$ cat src/rtl/u8sd_pkg.sv
package u8sd_pkg;

  localparam int unsigned POS_W = 17;
  localparam int unsigned CP_W = 31;
  localparam int unsigned LEN_W = 3;

  // saturation limit for positions and counts: smaller of the string limit and 1FFFF
  localparam longint unsigned MAX_BYTES = 64'd65536;
  localparam longint unsigned POS_MAX = 64'h1FFFF;
  localparam logic [POS_W-1:0] SAT_CAP =
    (MAX_BYTES < POS_MAX) ? POS_W'(MAX_BYTES) : POS_W'(POS_MAX);

  localparam logic [CP_W-1:0] SURR_LO = 31'h0000D800;
  localparam logic [CP_W-1:0] SURR_HI = 31'h0000DFFF;
  localparam logic [CP_W-1:0] STRICT_MAX = 31'h0010FFFF;

  typedef struct packed {
    logic [7:0] data_byte;
    logic       last;
  } u8sd_in_t;

  typedef struct packed {
    logic [CP_W-1:0]  codepoint;
    logic [POS_W-1:0] start_position;
    logic [LEN_W-1:0] byte_length;
    logic             codepoint_valid;
    logic             error;
    logic [POS_W-1:0] char_count;
    logic             end_of_string;
  } u8sd_out_t;

endpackage

$ cat src/rtl/utf8_stream_decoder.sv
// Streaming UTF-8 decoder and validator. One byte of a string is taken per transfer on the
// in_ channel, with last marking the final byte; a byte is accepted each cycle that in_stall
// is low and fully handled in that cycle. A result is produced for each completed codepoint,
// for the first invalid or cut-off sequence, and always for the last byte (end_of_string
// set), after which the per-string state returns to its reset values. A two-entry output
// stage (result register plus skid register) lets input continue while a result waits;
// in_stall rises only when both entries are full. The user must write lax_mode through
// the cfg_ port only while idle, which the block does not enforce; it selects strict
// (1-4 byte forms up to 10FFFF, no surrogates) or lax (also 5-6 byte forms up to 7FFFFFFF).
module utf8_stream_decoder
  import u8sd_pkg::*;
(
  input  logic      clk,
  input  logic      rst_n,
  input  logic      in_valid,
  output logic      in_stall,
  input  u8sd_in_t  in_data,
  output logic      out_valid,
  input  logic      out_stall,
  output u8sd_out_t out_data,
  input  logic      cfg_valid,
  output logic      cfg_ready,
  input  logic      cfg_lax_mode
);

  logic             lax_r;
  logic [CP_W-1:0]  acc_r, acc_nxt;
  logic [LEN_W-1:0] rem_r, rem_nxt;
  logic [LEN_W-1:0] seq_len_r, seq_len_nxt;
  logic [POS_W-1:0] seq_start_r, seq_start_nxt;
  logic [POS_W-1:0] byte_pos_r, byte_pos_nxt;
  logic [POS_W-1:0] count_r, count_nxt;
  logic             err_seen_r, err_seen_nxt;

  logic      out_valid_r, skid_valid_r;
  u8sd_out_t out_data_r, skid_data_r;
  u8sd_out_t res;
  logic      emit;
  logic      in_fire;
  logic      out_free;

  logic [LEN_W-1:0] lead_n;
  logic [CP_W-1:0]  acc_shift;
  logic             complete, err;
  logic [CP_W-1:0]  cp;
  logic [LEN_W-1:0] blen;
  logic [7:0]       b;

  function automatic logic [LEN_W-1:0] lead_length(input logic [7:0] v);
    logic [LEN_W-1:0] n;
    if (v < 8'h80) n = 3'd1;
    else if (v < 8'hC2) n = 3'd0;
    else if (v < 8'hE0) n = 3'd2;
    else if (v < 8'hF0) n = 3'd3;
    else if (v < 8'hF8) n = 3'd4;
    else if (v < 8'hFC) n = 3'd5;
    else if (v < 8'hFE) n = 3'd6;
    else n = 3'd0;
    return n;
  endfunction

  function automatic logic [CP_W-1:0] lead_bits(input logic [7:0] v, input logic [LEN_W-1:0] n);
    logic [CP_W-1:0] r;
    case (n)
      3'd2:    r = {26'd0, v[4:0]};
      3'd3:    r = {27'd0, v[3:0]};
      3'd4:    r = {28'd0, v[2:0]};
      3'd5:    r = {29'd0, v[1:0]};
      3'd6:    r = {30'd0, v[0]};
      default: r = '0;
    endcase
    return r;
  endfunction

  function automatic logic [CP_W-1:0] min_value(input logic [LEN_W-1:0] n);
    logic [CP_W-1:0] r;
    case (n)
      3'd2:    r = 31'h00000080;
      3'd3:    r = 31'h00000800;
      3'd4:    r = 31'h00010000;
      3'd5:    r = 31'h00200000;
      3'd6:    r = 31'h04000000;
      default: r = '0;
    endcase
    return r;
  endfunction

  function automatic logic [POS_W-1:0] sat_inc(input logic [POS_W-1:0] v);
    return (v >= SAT_CAP) ? SAT_CAP : v + 1'b1;
  endfunction

  assign cfg_ready = 1'b1;
  assign in_stall  = skid_valid_r;
  assign in_fire   = in_valid && !skid_valid_r;
  assign out_valid = out_valid_r;
  assign out_data  = out_data_r;
  assign out_free  = !out_valid_r || !out_stall;

  assign b         = in_data.data_byte;
  assign lead_n    = lead_length(b);
  assign acc_shift = {acc_r[CP_W-7:0], b[5:0]};

  always_comb begin
    acc_nxt       = acc_r;
    rem_nxt       = rem_r;
    seq_len_nxt   = seq_len_r;
    seq_start_nxt = seq_start_r;
    byte_pos_nxt  = byte_pos_r;
    count_nxt     = count_r;
    err_seen_nxt  = err_seen_r;
    complete      = 1'b0;
    err           = 1'b0;
    emit          = 1'b0;
    cp            = '0;
    blen          = '0;

    if (!err_seen_r) begin
      if (rem_r == '0) begin
        seq_start_nxt = byte_pos_r;
        if (lead_n == 3'd0 || (lead_n >= 3'd5 && !lax_r)) begin
          err = 1'b1;
        end else if (lead_n == 3'd1) begin
          complete = 1'b1;
          cp       = {23'd0, b};
          blen     = 3'd1;
        end else begin
          acc_nxt     = lead_bits(b, lead_n);
          seq_len_nxt = lead_n;
          rem_nxt     = lead_n - 3'd1;
        end
      end else if (b[7:6] != 2'b10) begin
        err = 1'b1;
      end else begin
        acc_nxt = acc_shift;
        rem_nxt = rem_r - 3'd1;
        if (rem_r == 3'd1) begin
          if (acc_shift < min_value(seq_len_r)) begin
            err = 1'b1;
          end else if (!lax_r && acc_shift >= SURR_LO && acc_shift <= SURR_HI) begin
            err = 1'b1;
          end else if (!lax_r && acc_shift > STRICT_MAX) begin
            err = 1'b1;
          end else begin
            complete = 1'b1;
            cp       = acc_shift;
            blen     = seq_len_r;
          end
        end
      end
      if (complete) begin
        count_nxt = sat_inc(count_r);
        emit      = 1'b1;
      end else if (!err && in_data.last) begin
        err = 1'b1;
      end
      if (err) begin
        err_seen_nxt = 1'b1;
        rem_nxt      = '0;
        emit         = 1'b1;
      end
    end
    if (in_data.last) begin
      emit = 1'b1;
    end

    res.codepoint       = cp;
    res.start_position  = seq_start_nxt;
    res.byte_length     = blen;
    res.codepoint_valid = complete;
    res.error           = err_seen_nxt;
    res.char_count      = count_nxt;
    res.end_of_string   = in_data.last;

    if (in_data.last) begin
      acc_nxt       = '0;
      rem_nxt       = '0;
      seq_len_nxt   = '0;
      seq_start_nxt = POS_W'(1);
      byte_pos_nxt  = POS_W'(1);
      count_nxt     = '0;
      err_seen_nxt  = 1'b0;
    end else begin
      byte_pos_nxt = sat_inc(byte_pos_r);
    end
  end

  always_ff @(posedge clk) begin
    if (!rst_n) begin
      lax_r        <= 1'b0;
      acc_r        <= '0;
      rem_r        <= '0;
      seq_len_r    <= '0;
      seq_start_r  <= POS_W'(1);
      byte_pos_r   <= POS_W'(1);
      count_r      <= '0;
      err_seen_r   <= 1'b0;
      out_valid_r  <= 1'b0;
      skid_valid_r <= 1'b0;
    end else begin
      if (cfg_valid && cfg_ready) begin
        lax_r <= cfg_lax_mode;
      end
      if (in_fire) begin
        acc_r       <= acc_nxt;
        rem_r       <= rem_nxt;
        seq_len_r   <= seq_len_nxt;
        seq_start_r <= seq_start_nxt;
        byte_pos_r  <= byte_pos_nxt;
        count_r     <= count_nxt;
        err_seen_r  <= err_seen_nxt;
      end
      if (out_free) begin
        if (skid_valid_r) begin
          out_valid_r  <= 1'b1;
          skid_valid_r <= 1'b0;
        end else begin
          out_valid_r <= in_fire && emit;
        end
      end else if (in_fire && emit) begin
        skid_valid_r <= 1'b1;
      end
    end
  end

  // result payloads
  always_ff @(posedge clk) begin
    if (out_free) begin
      if (skid_valid_r) begin
        out_data_r <= skid_data_r;
      end else if (in_fire && emit) begin
        out_data_r <= res;
      end
    end else if (in_fire && emit) begin
      skid_data_r <= res;
    end
  end

endmodule

$ cat config.mk
export PLATFORM = sky130hd
export DESIGN_NAME = utf8_stream_decoder
export DESIGN_NICKNAME = d
export VERILOG_FILES = /design/src/rtl/u8sd_pkg.sv /design/src/rtl/utf8_stream_decoder.sv
export SDC_FILE = /design/constraint.sdc
export NUM_CORES = 1
export LEC_CHECK = 0
export BUFFER_PORTS_ARGS = -buffer_cell sky130_fd_sc_hd__buf_2
export CAP_MARGIN = 20
export CELL_PAD_IN_SITES_DETAIL_PLACEMENT = 1
export CELL_PAD_IN_SITES_GLOBAL_PLACEMENT = 1
export CORE_AREA = 5 5 192 194
export CTS_BUF_LIST = sky130_fd_sc_hd__clkbuf_2
export DETAILED_ROUTE_END_ITERATION = 10
export DIE_AREA = 0 0 197 199
export GPL_TIMING_DRIVEN = 0
export PLACE_DENSITY = 0.53
export SYNTH_ARGS = -nofsm -noshare
export SYNTH_HDL_FRONTEND = slang
export SYNTH_SLANG_ARGS = --single-unit
$ cat constraint.sdc
create_clock -name clk -period 15.9 [get_ports clk]
set_clock_uncertainty 0.15 [all_clocks]
set_input_delay 0.795 -clock clk [delete_from_list [all_inputs] [get_ports clk]]
set_output_delay 0.795 -clock clk [all_outputs]
set_load 0.1 [all_outputs]
==> run summary <==
Outcome = finished clean
Rows = 69
DP HPWL = 21400 um
Global routing usage on met2 = 25.1%
Overall power = 1360 uW
Clock latency on the worst-skew pair = 0.84 ns
Cell count after synthesis = 929
Sequential fraction of the synthesis area = 58.1%
Final #Nets = 1123
CP endpoint kind = flop
Maximum fanout along the worst path = 27
TritonCTS Buffers = 66
Syn Nets = 960
Relative slew slack = 35.3%
GR Overflow Total = 0
Post-layout util = 34.5%
Power per cell area = 113 nW/um2
Setup slack, reg-to-reg = 11.36 ns
Pleak = 0.00458 uW
Clk buf depth = 3
Cts repair resizes = 0
Dominant synthesized flop cell = edfxtp_1
Fin crit share = 28.6%
Placer Congestion = 0.797
Die area = 39200 um2
Die Width = 197 um
Peak supply drop = 0.0000519 V
Antenna-violating nets left = 0
Critical path arrival = 4.87 ns
Crit Path Class = reg -> reg
Global routing usage on met3 = 3.69%
Root Buffer = clkbuf_2
Yosys reg bits = 228
Max-cap violations = 0
Final Max Tran Viols = 0
IO Port Bufs = 87
DR pass1 iterations = 5
M1 GR Usage = 21.4%
Setup Total Neg Slack = 0 ns
Most common cell after layout, fill and taps aside = edfxtp_1
# IOs = 89
Final number of setup-violating endpoints = 0
Worst slew pin tran = 0.962 ns
Hold slack = 0.161 ns
Hold crit path type = in -> reg
DRT iter0 DRCs = 387
Ys async rst share = 0%
Core box area = 35100 um2
Final Hold Violating Endpoints = 0
CP Launch Type = flop
CTS tree = built
Vias in the first global route = 8235
Post-synth EDFFs = 142
DR vias = 7974
Via density = 4.97
Worst-path clk slew = 0.10 ns
Initial antenna violation count = 1
Share of layout cells above drive strength 1 = 26.2%
Largest cells by area after synthesis = edfxtp_1 41%, dfxtp_1 17%, mux2_2 7.3%
Period minus WS final = 4.54 ns
Top cell type's share of synthesized area = 41.4%
CP Data Required Time = 16.23 ns
Post-synthesis area per instance = 11.1 um2
GR Util All Layers = 15.7%
Area Overhead vs Synth = 17.4%
Largest net degree at the start of global routing = 28
Yosys Warn Count = 0
Area leader, netlist = edfxtp_1
DRC violations left = 0
RSZ-0062 raised after global routing = false
Most frequent cells in the layout = 142 x edfxtp_1, 108 x clkbuf_2, 96 x buf_2
Fillers = 4053
CTS sink cnt = 228
Post-Syn Area = 10300 um2
Yosys cell types = 66
Total Wirelength = 30700 um
H-tree levels = 3
Postcts setup bufs = 0
Hold-fix buffers, CTS = 2
Die Y = 199 um
Routed wire per std cell = 19.1 um
Initial Util = 29.4%
Top Usage Layer GRT = met2
Global-route wire length before repair = 48300 um
FMAX = 220 MHz
==> stage by stage <==
stage | worst slack [ns] | cell area (um2) | std cells
finish | 11.36 | 12100 | 1606
CTS | 11.23 | 12100 | 1604
global placement | 5.94 | 11300 | 1477
global route | 11.01 | 12100 | 1606
detailed placement | 11.01 | 11500 | 1482
floorplan | 9.08 | 10300 | 929
==> layout make-up <==
| cell class | instances | area, um2 | area share (%) |
|---|---|---|---|
| antenna | 1 | 2.50 | 0.0207 |
| clock inverter | 13 | 80.1 | 0.662 |
| tap | 461 | 577 | 4.77 |
| sequential | 228 | 5990 | 49.5 |
| inverter | 20 | 75.1 | 0.621 |
| timing repair buffer | 95 | 576 | 4.76 |
| buffer | 60 | 244 | 2.02 |
| multi-input combinational | 621 | 4020 | 33.2 |
| clock buffer | 107 | 536 | 4.43 |
==> cells in the mapped netlist, drive strengths merged, types with 2 or more instances <==
library cell / number
a2111oi: 3
a211oi: 4
a21boi: 4
a21o: 4
a21oi: 48
a22oi: 36
a311oi: 2
a31oi: 18
a32o: 4
and2: 33
and3: 17
buf: 12
clkbuf: 48
dfxtp: 86
edfxtp: 142
ha: 16
inv: 20
mux2: 67
nand2: 69
nand2b: 2
nand3: 34
nand3b: 3
nand4: 8
nand4b: 2
nor2: 73
nor2b: 24
nor3: 21
nor4: 8
o2111ai: 2
o211ai: 4
o21a: 2
o21ai: 63
o22ai: 3
o31ai: 8
or2: 4
or3: 7
or4: 2
xnor2: 4
xor2: 6
==> per-layer routing <==
| metal | wire length, um | vias up |
|---|---|---|
| met5 | 0 | - |
| met4 | 423 | 0 |
| met3 | 1610 | 31 |
| met2 | 14200 | 195 |
| met1 | 14500 | 3932 |
| li1 | - | 3816 |
==> cell families after synthesis <==
logic type                 Yosys count  share of synthesized area (%)
AOI/OAI and AO/OA                  214                           13.5
xor gates and xnor gates            10                          0.850
adders and majority gates           16                           1.94
buffers and inverters               80                           3.10
DFF                                228                           58.1
muxes                               68                           7.42
other                                1                         0.0364
and+or+nand+nor                    312                           15.1
==> path summary, 6_finish.rpt <==
kind / cells after the start / end / from
worst max-delay path: 11 / out_data[44] / seq_len_r[2]
worst min-delay path: 3 / acc_r[5] / in_data[6]
worst max register to register: 11 / out_data[44] / seq_len_r[2]
worst min register to register: 2 / acc_r[19] / acc_r[19]
==> state kept, by name (all words and copies together) (netlist names) <==
register	count
in_stall	1
skid_data_r	71
count_r	17
byte_pos_r	17
rem_r	3
lax_r	1
seq_len_r	3
acc_r	25
out_valid	1
err_seen_r	1
out_data	71
seq_start_r	17
==> worst max-delay path, cell delays in order, from the launching register on <==
cell,delay [ns]
dfxtp_1,0.50
or3b_2,0.48
ha_1,0.30
nand2_1,0.05
nor3_1,0.21
o2111ai_2,0.21
a2111oi_2,0.66
or2_1,0.18
buf_2,0.25
o32ai_2,0.18
a21oi_4,0.72
buf_12,0.27
==> power breakdown <==
part	internal [uW]	total (uW)	switching [uW]
logic	39.8	253	213
registers	653	661	8.04
clock network	193	450	258
Power figures use the tool's default switching activity.
